[src/rtl/core/trr_pkg.sv]
`default_nettype none

package trr_pkg;

   // Field widths.
   localparam int COORD_BITS  = 14;
   localparam int RADIUS_BITS = 12;
   localparam int OFS_W       = RADIUS_BITS + 1;
   localparam int PIX_W       = COORD_BITS + 1;
   localparam int DEC_W       = RADIUS_BITS + 6;
   localparam int CANVAS_W    = 13;

   // Midpoint decision constants.
   localparam int DEC_INIT    = 5;
   localparam int DEC_SCALE   = 8;
   localparam int DEC_BIAS    = 4;
   localparam int DEC_SHIFT   = $clog2(DEC_SCALE);
   localparam int INIT_SHIFT  = $clog2(DEC_BIAS);

   // Stream payload widths, padded to whole bytes.
   localparam int REQ_FIELDS_W = 2 * COORD_BITS + 2 * RADIUS_BITS;
   localparam int REQ_DATA_W   = ((REQ_FIELDS_W + 7) / 8) * 8;
   localparam int RSP_FIELDS_W = 2 * PIX_W + 1;
   localparam int RSP_DATA_W   = ((RSP_FIELDS_W + 7) / 8) * 8;

   // Command codes carried in req_tuser.
   localparam logic CMD_START = 1'b0;
   localparam logic CMD_STEP  = 1'b1;

   // Configuration register indexes.
   localparam logic REG_CANVAS_WIDTH  = 1'b0;
   localparam logic REG_CANVAS_HEIGHT = 1'b1;

   localparam logic [CANVAS_W-1:0] WIDTH_RESET  = CANVAS_W'(1024);
   localparam logic [CANVAS_W-1:0] HEIGHT_RESET = CANVAS_W'(768);

   typedef logic signed [COORD_BITS-1:0] coord_type;
   typedef logic [RADIUS_BITS-1:0]       radius_type;
   typedef logic [OFS_W-1:0]             ofs_type;
   typedef logic signed [PIX_W-1:0]      pix_type;
   typedef logic signed [DEC_W-1:0]      dec_type;

   // Ring load request from the input channel to the walker.
   typedef struct packed {
      logic       valid;
      coord_type  center_x;
      coord_type  center_y;
      radius_type inner_radius;
      radius_type outer_radius;
   } start_type;

   // One pixel produced by the walker.
   typedef struct packed {
      logic    valid;
      pix_type x;
      pix_type y;
   } pixel_type;

endpackage

`default_nettype wire

[src/rtl/core/thick_circle_ring_rasterizer.sv]
`default_nettype none

// Thick circle ring rasterizer.
//
// The req channel carries commands. A start transfer (req_tuser low) loads the
// ring center and the inner and outer radii and produces no result; any walk
// in progress is dropped. A step transfer (req_tuser high) produces exactly one
// rsp transfer: the next pixel of the ring, or an empty result (rsp_tuser high)
// when no walk is active. rsp_tlast marks the final pixel of a ring.
// The csr port writes the canvas width and height, which set the visible flag
// at the time a step is taken.
//
// A step result appears on rsp in the cycle after its req transfer. Steps are
// taken at one per cycle while the two-pixel look-ahead stays full and the
// output register is free or emptying. The walker resolves one column change
// together with its first pixel, so a column whose row range is empty costs
// a walker step, and after a start the look-ahead refills before any step.
//
// Reset clears the walk and restores the canvas size to 1024 by 768. When the
// receiver stalls, the result waits in the output register and req_tready
// stays high only if that result is taken in the same cycle.
module thick_circle_ring_rasterizer (
   input  wire logic                             clock,
   input  wire logic                             reset,
   // req_tdata, low bit up: center_x, center_y, inner_radius, outer_radius.
   input  wire logic [trr_pkg::REQ_DATA_W-1:0]   req_tdata,
   // req_tuser: command.
   input  wire logic                             req_tuser,
   input  wire logic                             req_tvalid,
   output logic                                  req_tready,
   // rsp_tdata, low bit up: pixel_x, pixel_y, visible.
   output logic [trr_pkg::RSP_DATA_W-1:0]        rsp_tdata,
   // rsp_tuser: empty_res.
   output logic                                  rsp_tuser,
   output logic                                  rsp_tlast,
   output logic                                  rsp_tvalid,
   input  wire logic                             rsp_tready,
   input  wire logic                             csr_write,
   input  wire logic                             csr_index,
   input  wire logic [trr_pkg::CANVAS_W-1:0]     csr_data
);

   localparam int CX_LO = 0;
   localparam int CY_LO = CX_LO + trr_pkg::COORD_BITS;
   localparam int R1_LO = CY_LO + trr_pkg::COORD_BITS;
   localparam int R2_LO = R1_LO + trr_pkg::RADIUS_BITS;
   localparam int CMP_W = trr_pkg::PIX_W + 1;

   logic [trr_pkg::CANVAS_W-1:0] width_ff, height_ff;

   logic                rsp_valid_ff, rsp_valid_in;
   trr_pkg::pix_type    rsp_x_ff, rsp_x_in;
   trr_pkg::pix_type    rsp_y_ff, rsp_y_in;
   logic                rsp_vis_ff, rsp_vis_in;
   logic                rsp_last_ff, rsp_last_in;
   logic                rsp_empty_ff, rsp_empty_in;

   trr_pkg::start_type  start;
   trr_pkg::pixel_type  push, head;
   logic [1:0]          count;
   logic                space, walk_on, settled, out_space;
   logic                req_fire, step_fire, pop;
   logic signed [CMP_W-1:0] x_cmp, y_cmp, w_lim, h_lim;
   logic                visible;

   // A req transfer may be taken once the pixel after the head is known, or the
   // walk has ended; the output register must be free or emptying.
   assign out_space  = !rsp_valid_ff || rsp_tready;
   assign settled    = (count == 2'd2) || !walk_on;
   assign req_tready = out_space && settled;
   assign req_fire   = req_tvalid && req_tready;
   assign step_fire  = req_fire && (req_tuser == trr_pkg::CMD_STEP);
   assign pop        = step_fire && (count != 2'd0);

   always_comb begin
      start              = '0;
      start.valid        = req_fire && (req_tuser == trr_pkg::CMD_START);
      start.center_x     = req_tdata[CX_LO +: trr_pkg::COORD_BITS];
      start.center_y     = req_tdata[CY_LO +: trr_pkg::COORD_BITS];
      start.inner_radius = req_tdata[R1_LO +: trr_pkg::RADIUS_BITS];
      start.outer_radius = req_tdata[R2_LO +: trr_pkg::RADIUS_BITS];
   end

   trr_walker u_walker (
      .clock   (clock),
      .reset   (reset),
      .start   (start),
      .space   (space),
      .push    (push),
      .walk_on (walk_on)
   );

   trr_lookahead u_lookahead (
      .clock (clock),
      .reset (reset),
      .flush (start.valid),
      .push  (push),
      .pop   (pop),
      .head  (head),
      .count (count),
      .space (space)
   );

   // Visible needs 0 <= x < width - 1 and the same for y against height.
   assign x_cmp   = CMP_W'(head.x);
   assign y_cmp   = CMP_W'(head.y);
   assign w_lim   = $signed(CMP_W'(width_ff)) - CMP_W'(1);
   assign h_lim   = $signed(CMP_W'(height_ff)) - CMP_W'(1);
   assign visible = !head.x[trr_pkg::PIX_W-1] && (x_cmp < w_lim)
                    && !head.y[trr_pkg::PIX_W-1] && (y_cmp < h_lim);

   always_comb begin
      rsp_valid_in = rsp_valid_ff && !rsp_tready;
      rsp_x_in     = rsp_x_ff;
      rsp_y_in     = rsp_y_ff;
      rsp_vis_in   = rsp_vis_ff;
      rsp_last_in  = rsp_last_ff;
      rsp_empty_in = rsp_empty_ff;
      if (step_fire) begin
         rsp_valid_in = 1'b1;
         if (count == 2'd0) begin
            rsp_x_in     = '0;
            rsp_y_in     = '0;
            rsp_vis_in   = 1'b0;
            rsp_last_in  = 1'b0;
            rsp_empty_in = 1'b1;
         end else begin
            rsp_x_in     = head.x;
            rsp_y_in     = head.y;
            rsp_vis_in   = visible;
            // With one pixel left the walk has already ended.
            rsp_last_in  = count == 2'd1;
            rsp_empty_in = 1'b0;
         end
      end
   end

   always_ff @(posedge clock) begin
      if (reset) begin
         rsp_valid_ff <= 1'b0;
         width_ff     <= trr_pkg::WIDTH_RESET;
         height_ff    <= trr_pkg::HEIGHT_RESET;
      end else begin
         rsp_valid_ff <= rsp_valid_in;
         if (csr_write) begin
            case (csr_index)
               trr_pkg::REG_CANVAS_WIDTH:  width_ff  <= csr_data;
               trr_pkg::REG_CANVAS_HEIGHT: height_ff <= csr_data;
               default: ;
            endcase
         end
      end
      rsp_x_ff     <= rsp_x_in;
      rsp_y_ff     <= rsp_y_in;
      rsp_vis_ff   <= rsp_vis_in;
      rsp_last_ff  <= rsp_last_in;
      rsp_empty_ff <= rsp_empty_in;
   end

   assign rsp_tvalid = rsp_valid_ff;
   assign rsp_tuser  = rsp_empty_ff;
   assign rsp_tlast  = rsp_last_ff;
   assign rsp_tdata  = trr_pkg::RSP_DATA_W'({rsp_vis_ff, rsp_y_ff, rsp_x_ff});

   // An empty result never closes a ring and never marks a pixel visible.
   a_empty_clean: assert property (@(posedge clock) disable iff (reset)
      (rsp_valid_ff && rsp_empty_ff) |-> (!rsp_last_ff && !rsp_vis_ff))
      else $error("empty result carries pixel flags");

endmodule

`default_nettype wire

[src/rtl/core/trr_walker.sv]
`default_nettype none

module trr_walker (
   input  wire logic                clock,
   input  wire logic                reset,
   input  wire trr_pkg::start_type  start,
   input  wire logic                space,
   output trr_pkg::pixel_type       push,
   output logic                     walk_on
);

   typedef struct packed {
      logic                walk_on;
      logic                side_neg;
      logic                row_neg;
      logic                part_t;
      trr_pkg::ofs_type    col;
      trr_pkg::ofs_type    inner_e;
      trr_pkg::ofs_type    outer_e;
      trr_pkg::ofs_type    row;
      trr_pkg::dec_type    inner_d;
      trr_pkg::dec_type    outer_d;
   } walk_state_type;

   walk_state_type     state_ff, state_in;
   trr_pkg::coord_type center_x_ff, center_x_in;
   trr_pkg::coord_type center_y_ff, center_y_in;

   walk_state_type s_skip, s_from;
   logic           need_skip, can_emit, go;

   function automatic logic dec_pos(trr_pkg::dec_type d);
      return !d[trr_pkg::DEC_W-1] && (d != '0);
   endfunction

   // Decision update for one column step; moved means the edge just dropped.
   function automatic trr_pkg::dec_type dec_step(trr_pkg::dec_type d, trr_pkg::ofs_type c,
                                                 trr_pkg::ofs_type e, logic moved);
      trr_pkg::dec_type delta;
      if (moved) begin
         delta = $signed(trr_pkg::DEC_W'(c)) - $signed(trr_pkg::DEC_W'(e));
      end else begin
         delta = $signed(trr_pkg::DEC_W'(c));
      end
      return d + (delta <<< trr_pkg::DEC_SHIFT) + trr_pkg::DEC_W'(trr_pkg::DEC_BIAS);
   endfunction

   function automatic walk_state_type skip_step(walk_state_type s);
      walk_state_type   t;
      trr_pkg::ofs_type c1;
      t  = s;
      c1 = s.col + 1'b1;
      if (!s.side_neg && (s.col != '0)) begin
         t.side_neg = 1'b1;
         t.row      = s.inner_e;
         t.row_neg  = 1'b0;
         t.part_t   = 1'b0;
      end else if (!(s.outer_e > s.col)) begin
         t.walk_on = 1'b0;
      end else begin
         t.col = c1;
         if (dec_pos(s.outer_d)) begin
            t.outer_e = s.outer_e - 1'b1;
            t.outer_d = dec_step(s.outer_d, c1, t.outer_e, 1'b1);
         end else begin
            t.outer_d = dec_step(s.outer_d, c1, s.outer_e, 1'b0);
         end
         if (s.inner_e < c1) begin
            t.inner_e = c1;
         end else if (dec_pos(s.inner_d)) begin
            t.inner_e = s.inner_e - 1'b1;
            t.inner_d = dec_step(s.inner_d, c1, t.inner_e, 1'b1);
         end else begin
            t.inner_d = dec_step(s.inner_d, c1, s.inner_e, 1'b0);
         end
         t.side_neg = 1'b0;
         t.row      = t.inner_e;
         t.row_neg  = 1'b0;
         t.part_t   = 1'b0;
      end
      return t;
   endfunction

   function automatic walk_state_type next_row(walk_state_type s);
      walk_state_type t;
      t        = s;
      t.part_t = 1'b0;
      if (!s.row_neg && (s.row != '0)) begin
         t.row_neg = 1'b1;
      end else begin
         t.row_neg = 1'b0;
         t.row     = s.row + 1'b1;
      end
      return t;
   endfunction

   function automatic walk_state_type emit_advance(walk_state_type s);
      walk_state_type t;
      t = s;
      if (!s.part_t && (s.col != s.row)) begin
         t.part_t = 1'b1;
      end else begin
         t = next_row(s);
      end
      return t;
   endfunction

   function automatic trr_pkg::pix_type offset_add(trr_pkg::coord_type base,
                                                   trr_pkg::ofs_type ofs, logic neg);
      trr_pkg::pix_type b, d;
      b = trr_pkg::PIX_W'(base);
      d = $signed(trr_pkg::PIX_W'(ofs));
      if (neg) begin
         d = -d;
      end
      return b + d;
   endfunction

   assign need_skip = state_ff.row > state_ff.outer_e;
   assign s_skip    = skip_step(state_ff);
   assign s_from    = need_skip ? s_skip : state_ff;
   assign can_emit  = s_from.walk_on && (s_from.row <= s_from.outer_e);
   assign go        = state_ff.walk_on && space && !start.valid;

   always_comb begin
      state_in    = state_ff;
      center_x_in = center_x_ff;
      center_y_in = center_y_ff;
      push        = '0;
      if (start.valid) begin
         center_x_in      = start.center_x;
         center_y_in      = start.center_y;
         state_in         = '0;
         state_in.walk_on = 1'b1;
         state_in.inner_e = trr_pkg::OFS_W'(start.inner_radius);
         state_in.outer_e = trr_pkg::OFS_W'(start.outer_radius);
         state_in.row     = trr_pkg::OFS_W'(start.inner_radius);
         state_in.inner_d = trr_pkg::DEC_W'(trr_pkg::DEC_INIT)
                            - (trr_pkg::DEC_W'(start.inner_radius) <<< trr_pkg::INIT_SHIFT);
         state_in.outer_d = trr_pkg::DEC_W'(trr_pkg::DEC_INIT)
                            - (trr_pkg::DEC_W'(start.outer_radius) <<< trr_pkg::INIT_SHIFT);
      end else if (go) begin
         if (can_emit) begin
            push.valid = 1'b1;
            if (!s_from.part_t) begin
               push.x = offset_add(center_x_ff, s_from.col, s_from.side_neg);
               push.y = offset_add(center_y_ff, s_from.row, s_from.row_neg);
            end else begin
               push.x = offset_add(center_x_ff, s_from.row, s_from.row_neg);
               push.y = offset_add(center_y_ff, s_from.col, s_from.side_neg);
            end
            state_in = emit_advance(s_from);
         end else begin
            state_in = s_from;
         end
      end
   end

   always_ff @(posedge clock) begin
      if (reset) begin
         state_ff <= '0;
      end else begin
         state_ff <= state_in;
      end
      center_x_ff <= center_x_in;
      center_y_ff <= center_y_in;
   end

   assign walk_on = state_ff.walk_on;

   // A pixel only comes out of an active walk with room to take it.
   a_push_needs_walk: assert property (@(posedge clock) disable iff (reset)
      push.valid |-> (state_ff.walk_on && space && !start.valid))
      else $error("walker pushed a pixel outside an active walk");

   // A start always leaves a fresh walk at column zero.
   a_start_loads: assert property (@(posedge clock) disable iff (reset)
      start.valid |=> (state_ff.walk_on && (state_ff.col == '0) && !state_ff.side_neg))
      else $error("start did not load a fresh walk");

endmodule

`default_nettype wire

[src/rtl/core/trr_lookahead.sv]
`default_nettype none

module trr_lookahead (
   input  wire logic                clock,
   input  wire logic                reset,
   input  wire logic                flush,
   input  wire trr_pkg::pixel_type  push,
   input  wire logic                pop,
   output trr_pkg::pixel_type       head,
   output logic [1:0]               count,
   output logic                     space
);

   trr_pkg::pixel_type entry0_ff, entry0_in;
   trr_pkg::pixel_type entry1_ff, entry1_in;
   logic [1:0]         count_ff, count_in;
   logic [1:0]         count_after;

   assign count_after = count_ff - 2'(pop);
   assign space       = count_after != 2'd2;

   always_comb begin
      entry0_in = entry0_ff;
      entry1_in = entry1_ff;
      count_in  = count_after + 2'(push.valid);
      if (pop) begin
         entry0_in = entry1_ff;
      end
      if (push.valid) begin
         if (count_after == 2'd0) begin
            entry0_in = push;
         end else begin
            entry1_in = push;
         end
      end
      if (flush) begin
         count_in = 2'd0;
      end
   end

   always_ff @(posedge clock) begin
      if (reset) begin
         count_ff <= 2'd0;
      end else begin
         count_ff <= count_in;
      end
      entry0_ff <= entry0_in;
      entry1_ff <= entry1_in;
   end

   assign head  = entry0_ff;
   assign count = count_ff;

   a_count_range: assert property (@(posedge clock) disable iff (reset)
      count_ff != 2'd3)
      else $error("look-ahead count out of range");

   a_no_overflow: assert property (@(posedge clock) disable iff (reset)
      (push.valid && (count_ff == 2'd2)) |-> pop)
      else $error("pixel pushed into a full look-ahead");

endmodule

`default_nettype wire
[config.mk]
export PLATFORM = sky130hd
export DESIGN_NAME = thick_circle_ring_rasterizer
export DESIGN_NICKNAME = d
export VERILOG_FILES = /design/src/rtl/core/trr_pkg.sv /design/src/rtl/core/thick_circle_ring_rasterizer.sv /design/src/rtl/core/trr_walker.sv /design/src/rtl/core/trr_lookahead.sv
export SDC_FILE = /design/constraint.sdc
export NUM_CORES = 1
export LEC_CHECK = 0
export BUFFER_PORTS_ARGS = -buffer_cell sky130_fd_sc_hd__buf_2
export CORE_AREA = 2 2 195 197
export DETAILED_ROUTE_END_ITERATION = 7
export DIE_AREA = 0 0 197 199
export PLACE_DENSITY = 0.72
export SYNTH_ARGS = -nofsm -noshare
export SYNTH_HDL_FRONTEND = slang
export SYNTH_HIERARCHICAL = 1
export SYNTH_SLANG_ARGS = --single-unit
[constraint.sdc]
create_clock -name clock -period 7.75 [get_ports clock]
set_clock_uncertainty 0.05 [all_clocks]
set_input_delay 0.775 -clock clock [delete_from_list [all_inputs] [get_ports clock]]
set_output_delay 0.775 -clock clock [all_outputs]
set_load 0.01 [all_outputs]
After elaboration in Yosys (flattened, before gate mapping)
Cells that the tools add are included.
{ "totals": {"word_cells": 173, "out_inout_bits": 36, "n_memories": 0, "mem_bits_ro": 0, "mem_bits_rw": 0, "ff_bits": 243, "latch_bits": 0} }
{ "op_classes": {"n_addsub": 26, "mul": 0, "div_mod_pow": 0, "reduce_logical": 42, "bitwise": 3, "n_lt_le_gt_ge": 6, "shifts": 0, "mux": 63, "eq_ne": 4} }
{ "ops": {"columns": ["operator", "count"], "rows": [
  ["$mux 15", 32],
  ["$mux 92", 3],
  ["$mux 31", 6],
  ["$mux 91", 1],
  ["$mux 90", 1],
  ["$add 18x18->18", 4],
  ["$add 18x4->18 const B", 4],
  ["$mux 13", 5],
  ["$add 14x15->15", 4],
  ["$mux 18", 3],
  ["$mux 49", 1],
  ["$mux 39", 1],
  ["$mux 36", 1],
  ["$reduce_bool 18->1", 2],
  ["$lt 15x14->1", 2],
  ["$mux 30", 1],
  ["$neg 13->15", 2],
  ["$sub 3x14->15 const A", 2],
  ["$sub 13x1->14 const B", 2],
  ["$sub 13x13->14", 2],
  ["$add 13x1->13 const B", 2],
  ["$gt 13x13->1", 2],
  ["$reduce_bool 13->1", 2],
  ["$sub 13x1->13 const B", 2],
  ["18 further kinds", 57]
]} }

Logic depth before layout (Yosys ltp)
Gate-level depths: netlist of run 1.
{ "logic_depth": {"ltp_word": 26, "ltp_mapped": 35, "ltp_nobuf": 33} }

Hierarchy
Netlist of run 1, hierarchy kept.
{ "modules_own_cells": {"columns": ["mod", "seq_area_each_um2", "cells_each", "area_per_inst_um2", "n_inst"], "rows": [
  ["trr_walker", 2642.5, 1878, 14412.6, 1],
  ["thick_circle_ring_rasterizer", 1531.5, 334, 3221.8, 1],
  ["trr_lookahead", 1561.5, 141, 2605.0, 1]
]} }

Worst setup path after synthesis of run 1
Ideal clock, no wire load.
{ "synth_timing": {"path_kind": "register to register", "start": "reg u_walker/state_ff[75] (netlist name)", "end": "reg u_lookahead.entry0_ff, in the netlist u_lookahead/head[29]", "path_stages_with_launch": 35, "period_less_slack_ps": 6672, "setup_time_ps": 57, "setup_slack_ps": 1078, "t_arrival_ps": 6565, "cell_sequence": "dfxtp_1 -> ha_1 -> clkbuf_1 -> nand2_1 -> nor4_1 -> xnor2_1 -> inv_1 -> ha_1 -> nand2_1 -> or3_1 -> o21ai_2 -> buf_6 -> mux2i_1 -> o221a_1 -> buf_2 -> inv_1 -> ha_1 -> nor2_1 -> xnor2_1 -> o21ai_0 -> ha_1 -> nor2b_1 -> o21ai_0 -> nand2b_1 -> a31oi_1 -> o21ai_0 -> a31o_2 -> a21o_1 -> a21o_1 -> a21o_1 -> a21oi_1 -> xnor2_1 -> or3_1 -> a21oi_1 -> mux2_4"} }
{ "synth_lines": {"columns": ["element", "line_no", "text"], "rows": [
  ["start: declaration", "trr_walker.sv:25", "walk_state_type state_ff, state_in;"],
  ["start signal: assignment", "trr_walker.sv:163", "state_ff <= state_in;"],
  ["end signal: assignment", "trr_lookahead.sv:47", "entry0_ff <= entry0_in;"],
  ["end: declaration", "trr_lookahead.sv:14", "trr_pkg::pixel_type entry0_ff, entry0_in;"]
]} }

==> results by group, run 1 <==
Worst hold path
  • Hold Path Stages: 1
  • Hold Crit Class: in -> reg

Global routing
  • Met1 usage: roughly 43%
  • Pin count of the biggest net entering global routing: 66
  • Met3 GRT Util: 4.222%
  • Gr busiest metal: met2
  • Grt total ovfl: 0
  • Initial antenna violation count: 1
  • Gr usage total: between 30% and 40%
  • First-pass GRT wire length: 102,100 um
  • Vias in the first global route: 17,840
  • Met2 Resource Use GR: 56.11%

Cells and area
  • Growth of design area from synthesis to finish: 12.38%
  • Share of cells above drive strength 1: 15.63%
  • Commonest non-fill, non-tap cell in the layout: nor2_1
  • Most frequent cells in the layout: nor2_1 (261), nand2_1 (217), ha_1 (191), xnor2_1 (188), a21oi_1 (171)
  • Net count, final: 2,767
  • Post-route design area: about 23,000 um^2

Floorplan
  • I/O pin total: approximately 110
  • Core Region: 37,130 um^2
  • Starting density of the core: 54.43%
  • Site Rows: 71
  • DIE HEIGHT: between 150 and 200 um
  • Die width: 197 um
  • Die ar.: a little under 40,000 um^2

Detailed routing
  • TritonRoute pass-1 iters: 8
  • Routed vias: 18,360
  • DRT antenna net count: 0
  • DRT iter0 DRCs: approximately 1,800
  • Routed len/inst: 22.20 um
  • Via-per-instance ratio: 6.140
  • # DRC: 3
  • Final WL: 66,360 um

Critical path
  • WS Path Type: reg -> reg
  • R2R Setup Slk: 0.39 ns
  • Worst EP arrival: 7.78 ns
  • Critical path's slowest cell: dfxtp_1
  • Reg2reg path depth: 28
  • CP Capture Type: flop
  • Largest stage delay on the critical path: 0.67 ns
  • Crit start category: flop
  • CP required: just over 8 ns
  • CP max FO: 19
  • Most common cell on crit path: a21o_1

Clocking
  • CTS Buf Count: 29
  • Root buf cell: clkbuf_16
  • Maximum root-to-sink buffer count: 3
  • Clk pin slew, worst setup/hold paths: ~0.060 ns
  • TritonCTS clock tree: built
  • Hold-fix buffers, CTS: 0
  • H-Tree Depth: 1
  • Clock sinks: 240
  • Postcts setup bufs: 0
  • Worst-Skew Late Latency: 0.59 ns
  • Post-CTS Resized: 0

Synthesis
  • Ys Warns: 6
  • Cells after Synth: 2,350
  • Mapped Area: about 20,000 um^2
  • Post-Syn Area per Cell: 8.601 um^2
  • Post-Syn Nets: 2,625

Pwr
  • Register share of total power: roughly 25%
  • Logic pwr share: a little over half
  • Internal power: 3664 uW
  • Pwr Density: 276.0 nW/um^2
  • Net Sw Frac: 41.55%
  • Net switching power: between 2000 and 3000 uW
  • Leak Pwr: 0.009629 uW
  • Clk pwr share: 22.6%
  • VDD IR max: 0.1770 mV

Placement
  • Post-Place Cell Area: 21,720 um^2
  • IO buf count: 106
  • Final Wtd Congestion: 0.9950
  • Dpl hpwl: 51,480 um

Run status
  • Outcome: complete, but fails checks
  • Failing checks: design-rule violations

Timing
  • Worst rel slew slack: 17.64%
  • Fmax: 135.9 MHz
  • Slew @ Worst Pin: around 1.2 ns
  • Slew Viols, Final: 0
  • Final setup vio count: 0
  • RSZ-0062 raised after global routing: false
  • Final TNS setup: 0 ns
  • Final hold vios: 0
  • Tmin final: 7.358 ns
  • Tcrit/Tclk final: about 95%

Job
  • Maxcap violations: 0
==> critical path: cells and delay by family (launching register included) <==
kind	cells	cell delay, ns
AND/OR/NAND/NOR	7	1.88
buffers and inverters	3	0.66
adder cells (fa/ha/maj)	2	0.62
AO/OA/AOI/OAI	10	2.18
multiplexers	2	0.43
XOR/XNOR	4	0.75
flip-flops	1	0.67
==> cell type report <==
type / count / area [um^2]
Fill cell: 3277 / 14420
Multi-Input combinational cell: 1905 / 13670
Sequential cell: 240 / 5715
Timing Repair Buffer: 216 / 1371
Clock buffer: 38 / 832.0
Tap cell: 474 / 593.1
Inverter: 100 / 375.4
Clock inverter: 16 / 157.7
Antenna cell: 1 / 2.502
==> path summary, 6_finish.rpt <==
| check | from | end |
|---|---|---|
| hold / removal | req_tdata[22] | u_walker/center_y_ff[8]$_DFFE_PP_ |
| hold reg to reg | width_ff[11]$_SDFFE_PP0P_ | width_ff[11]$_SDFFE_PP0P_ |
| setup reg to reg | u_walker/state_ff[77]$_SDFFE_PP0P_ | u_lookahead/head[14]$_DFF_P_ |
| setup / recovery | u_walker/state_ff[77]$_SDFFE_PP0P_ | u_lookahead/head[14]$_DFF_P_ |
==> flip-flops by register name (all words and copies together) (netlist names), 2 cells and up <==
name	count
u_lookahead/count	2
u_walker/center_y_ff	14
width_ff	13
u_walker/center_x_ff	14
rsp_y_ff	15
u_walker/state_ff	89
u_lookahead/head	30
u_lookahead/entry1_ff	30
height_ff	13
rsp_x_ff	15
==> power by group through the flow <==
stage	Sequential (uW)	Combinational (uW)	Clock [uW]
3_5_place_dp	1560	3220	0
3_3_place_gp	1560	3160	0
5_1_grt	1550	3600	1470
4_1_cts	1540	3250	1430
6_report	1540	3310	1410
2_1_floorplan	1500	2280	0
==> metrics by stage <==
step           instances  hold WS [ns]  worst slack, ns  util (%)  total power, uW
4_1_cts             2989        0.2918           0.5221     61.16             6228
3_3_place_gp        2935        0.4231           0.6267     58.50             4722
2_1_floorplan       2350        0.3848            1.078         -             3787
6_report            2990        0.3063           0.3916     61.17             6269
3_5_place_dp        2935        0.4264           0.5566     58.50             4790
5_1_grt             2990        0.3013         0.003795     61.17             6628
==> per-layer routing <==
metal	vias up	share of wire, %
li1	8746	-
met1	8650	41
met2	781	46
met3	181	7.3
met4	0	6.0
met5	-	0
Power figures use the tool's default switching activity.
==> inputs of run 2 (changes only) <==
--- a/config.mk
+++ b/config.mk
@@ -5,11 +5,12 @@
 export SDC_FILE = /design/constraint.sdc
 export NUM_CORES = 1
 export LEC_CHECK = 0
+export ABC_AREA = 1
 export BUFFER_PORTS_ARGS = -buffer_cell sky130_fd_sc_hd__buf_2
-export CORE_AREA = 2 2 195 197
+export CORE_AREA = 2 2 196 198
 export DETAILED_ROUTE_END_ITERATION = 7
-export DIE_AREA = 0 0 197 199
-export PLACE_DENSITY = 0.72
+export DIE_AREA = 0 0 198 200
+export PLACE_DENSITY = 0.71
 export SYNTH_ARGS = -nofsm -noshare
 export SYNTH_HDL_FRONTEND = slang
 export SYNTH_HIERARCHICAL = 1
==> run 2 against run 1 <==
The flow now finishes without violations. Total power increased by 15%. Sequential power increased by 5%. Clock power increased by 4%. Highest routed layer unchanged. Largest cell class unchanged. Critical path depth increased by 14. Final cell count increased by 19%. Via count increased by 11%. Flip-flop and latch count unchanged.
==> results by group, run 2 <==
Critical path
  • WS Path Type: reg -> reg
  • Worst EP arrival: 7.32 ns (-0.46 ns)
  • Crit Reg-Reg Startpoint: u_walker/state_ff[76]$_SDFFE_PP0P_
  • CP Buf/Inv Count: 4 (+1)
  • Critical path's slowest cell: dfxtp_1
  • CP top delay family: simple AND/OR/NAND/NOR gates
  • R2R Setup Slk: 0.90 ns (+0.51 ns)
  • Crit start category: flop
  • Reg2reg path depth: 42 (+50%)
  • Most common cell on crit path: nand2_1
  • RR Endpoint: u_lookahead/head[29]$_DFF_P_
  • CP Capture Type: flop
  • CP required: 8.22 ns (+0.04 ns)
  • Largest stage delay on the critical path: 0.43 ns (-0.24 ns)
  • Worst Setup SP: u_walker/state_ff[76]$_SDFFE_PP0P_
  • CP max FO: 14 (-5)

Worst hold path
  • Hold Path Stages: 1 (unchanged)
  • Hold Crit Class: in -> reg
  • HP Start: req_tdata[19]
  • Endpoint, Worst Hold: u_walker/center_y_ff[5]$_DFFE_PP_

Floorplan
  • Core Region: 37,400 um^2 (+0.72%)
  • Starting density of the core: 54.17% (-0.26 points)
  • I/O pin total: 112 (unchanged)
  • Die ar.: 39,600 um^2 (+1.0%)
  • Die width: 198 um (+0.51%)
  • Site Rows: 71 (unchanged)
  • DIE HEIGHT: 200 um (+0.50%)

Pwr
  • VDD IR max: 0.1636 mV (-7.6%)
  • Net Sw Frac: 48.18% (+6.6 points)
  • Logic pwr share: 57.2% (+4.4 points)
  • Net switching power: 3460 uW (+33%)
  • Final Total Pwr: 7180 uW (+15%)
  • Leak Pwr: 0.01047 uW (+8.7%)
  • Register share of total power: 22.5% (-2.1 points)
  • Clk pwr share: 20.4% (-2.2 points)
  • Pwr Density: 323.2 nW/um^2 (+17%)
  • Internal power: 3721 uW (+1.5%)

Detailed routing
  • DRT antenna net count: 0 (unchanged)
  • Via-per-instance ratio: 5.698 (-7.2%)
  • Final WL: 64,960 um (-2.1%)
  • Routed len/inst: 18.20 um (-18%)
  • # DRC: 0 (-3)
  • TritonRoute pass-1 iters: 6 (-2)
  • DRT iter0 DRCs: 1,738 (-3.8%)
  • Routed vias: 20,340 (+11%)

Timing
  • RSZ-0062 raised after global routing: false
  • Tcrit/Tclk final: 88.40% (-6.5 points)
  • Final setup vio count: 0 (unchanged)
  • Tmin final: 6.851 ns (-0.5074 ns)
  • Final TNS setup: 0 ns (unchanged)
  • Final hold vios: 0 (unchanged)
  • Setup WS post-layout: 0.8990 ns (+0.5074 ns)
  • Slew @ Worst Pin: 0.9812 ns (-0.2528 ns)
  • Fmax: 146.0 MHz (+7.4%)
  • Slew Viols, Final: 0 (unchanged)
  • Worst rel slew slack: 34.18% (+17 points)

Cells and area
  • Most frequent cells in the layout: nand2_1 (770), inv_1 (376), nor2_1 (279), o21ai_0 (198), ha_1 (191)
  • Growth of design area from synthesis to finish: 9.671%
  • Largest register by flop count: u_walker/state_ff
  • N_diodes: 0 (-1)
  • Net count, final: 3,311 (+20%)
  • Max FFs per register: 89 (unchanged)
  • Share of cells above drive strength 1: 8.957% (-6.7 points)
  • Commonest non-fill, non-tap cell in the layout: nand2_1

Placement
  • Setup slack at placement: 0.9455 ns (+0.3889 ns)
  • Final Wtd Congestion: 0.9394 (-5.6%)
  • IO buf count: 106 (unchanged)
  • Dpl hpwl: 50,130 um (-2.6%)

Clocking
  • Root buf cell: clkbuf_16
  • CTS Buf Count: 29 (unchanged)
  • Worst-Skew Late Latency: 0.59 ns (about the same)
  • Clock sinks: 240 (unchanged)
  • Maximum root-to-sink buffer count: 3 (unchanged)
  • Hold-fix buffers, CTS: 0 (unchanged)
  • H-Tree Depth: 1 (unchanged)
  • TritonCTS clock tree: built
  • Clk pin slew, worst setup/hold paths: 0.06 ns (about the same)

Global routing
  • First-pass GRT wire length: 101,300 um (-0.86%)
  • Initial antenna violation count: 0 (-1)
  • Grt total ovfl: 0 (unchanged)
  • Pin count of the biggest net entering global routing: 74 (+12%)
  • Vias in the first global route: 18,830 (+5.6%)
  • Gr usage total: 32.56% (-1.0 points)

Job
  • Maxcap violations: 0 (unchanged)

Synthesis
  • Ys Warns: 6 (unchanged)
  • Cells after Synth: 2,960 (+26%)
  • Mapped Area: 20,260 um^2 (+0.24%)
  • Post-Syn Area per Cell: 6.844 um^2 (-20%)
  • Post-Syn Nets: 3,235 (+23%)

Run status
  • Outcome: finished clean
[run 2: changes by cell type in the layout (fill, tap and decap cells not counted), sizes merged, moves of 63 or more]
cell   change
buf       -80
inv      +294
mux2      -63
nand2    +568
nand3    +149
o21ai     +94
xnor2    -159
[run 2: what timing repair did]
| action | CTS | global route |
|---|---|---|
| gates resized for setup | 0 | 1 |
| buffers inserted | 0 | 0 |
| setup endpoints to repair | 0 | 2 |
[run 2: area by class of cell]
type	count	area [um^2]
Clock buffer	37	775.7
Clock inverter	17	227.7
Fill cell	3591	15180
Inverter	392	1471
Multi-Input combinational cell	2237	12630
Sequential cell	240	5715
Tap cell	511	639.4
Timing Repair Buffer	136	755.7
[run 2: power by group through the flow]
| stage | clock network (uW) | registers (uW) | logic (uW) |
|---|---|---|---|
| 6_report | 1460 | 1610 | 4100 |
| 4_1_cts | 1480 | 1610 | 4020 |
| 3_5_place_dp | 0 | 1640 | 3990 |
| 5_1_grt | 1520 | 1630 | 4610 |
| 2_1_floorplan | 0 | 1570 | 3020 |
| 3_3_place_gp | 0 | 1640 | 3860 |
[run 2: worst register-to-register path, delay by kind of cell, from the launching register on]
kind	cells	cell delay (ns)
xor gates and xnor gates	2	0.41
buffers and inverters	4	0.35
AOI/OAI and AO/OA	9	1.78
adders and majority gates	4	1.24
DFF	1	0.43
and+or+nand+nor	23	2.51
[run 2: metal layers]
metal | wire [um] | global-route usage, % | share of wire [%] | vias up
met5 | 0 | 0 | 0 | -
met4 | 1671 | 9.245 | 2.6 | 0
met3 | 5597 | 2.907 | 8.6 | 95
met2 | 28960 | 53.01 | 45 | 844
met1 | 28730 | 46.23 | 44 | 9499
li1 | - | - | - | 9905
[run 2: metrics by stage]
step	util, %	std cells	hold WS (ns)	instance area, um^2
after floorplan	-	2960	0.3813	20260
after global placement	56.73	3516	0.3998	21220
after detailed placement	56.73	3516	0.4039	21220
after CTS	59.41	3570	0.3013	22220
after global routing	59.41	3570	0.3108	22220
final	59.41	3570	0.3146	22220
[run 2: worst max-delay path by stage]
| stage | endpoint | slack, ns | cells past startpoint |
|---|---|---|---|
| after global routing | u_lookahead/head[29]$_DFF_P_ | 0.003 | 42 |
| after CTS | u_lookahead/head[29]$_DFF_P_ | 0.88 | 42 |
| after floorplan | u_lookahead/entry1_ff[0]$_DFFE_PP_ | 1.39 | 32 |
| after detailed placement | u_lookahead/head[29]$_DFF_P_ | 0.95 | 42 |
| final | u_lookahead/head[29]$_DFF_P_ | 0.90 | 42 |
| after global placement | u_lookahead/head[29]$_DFF_P_ | 0.96 | 42 |
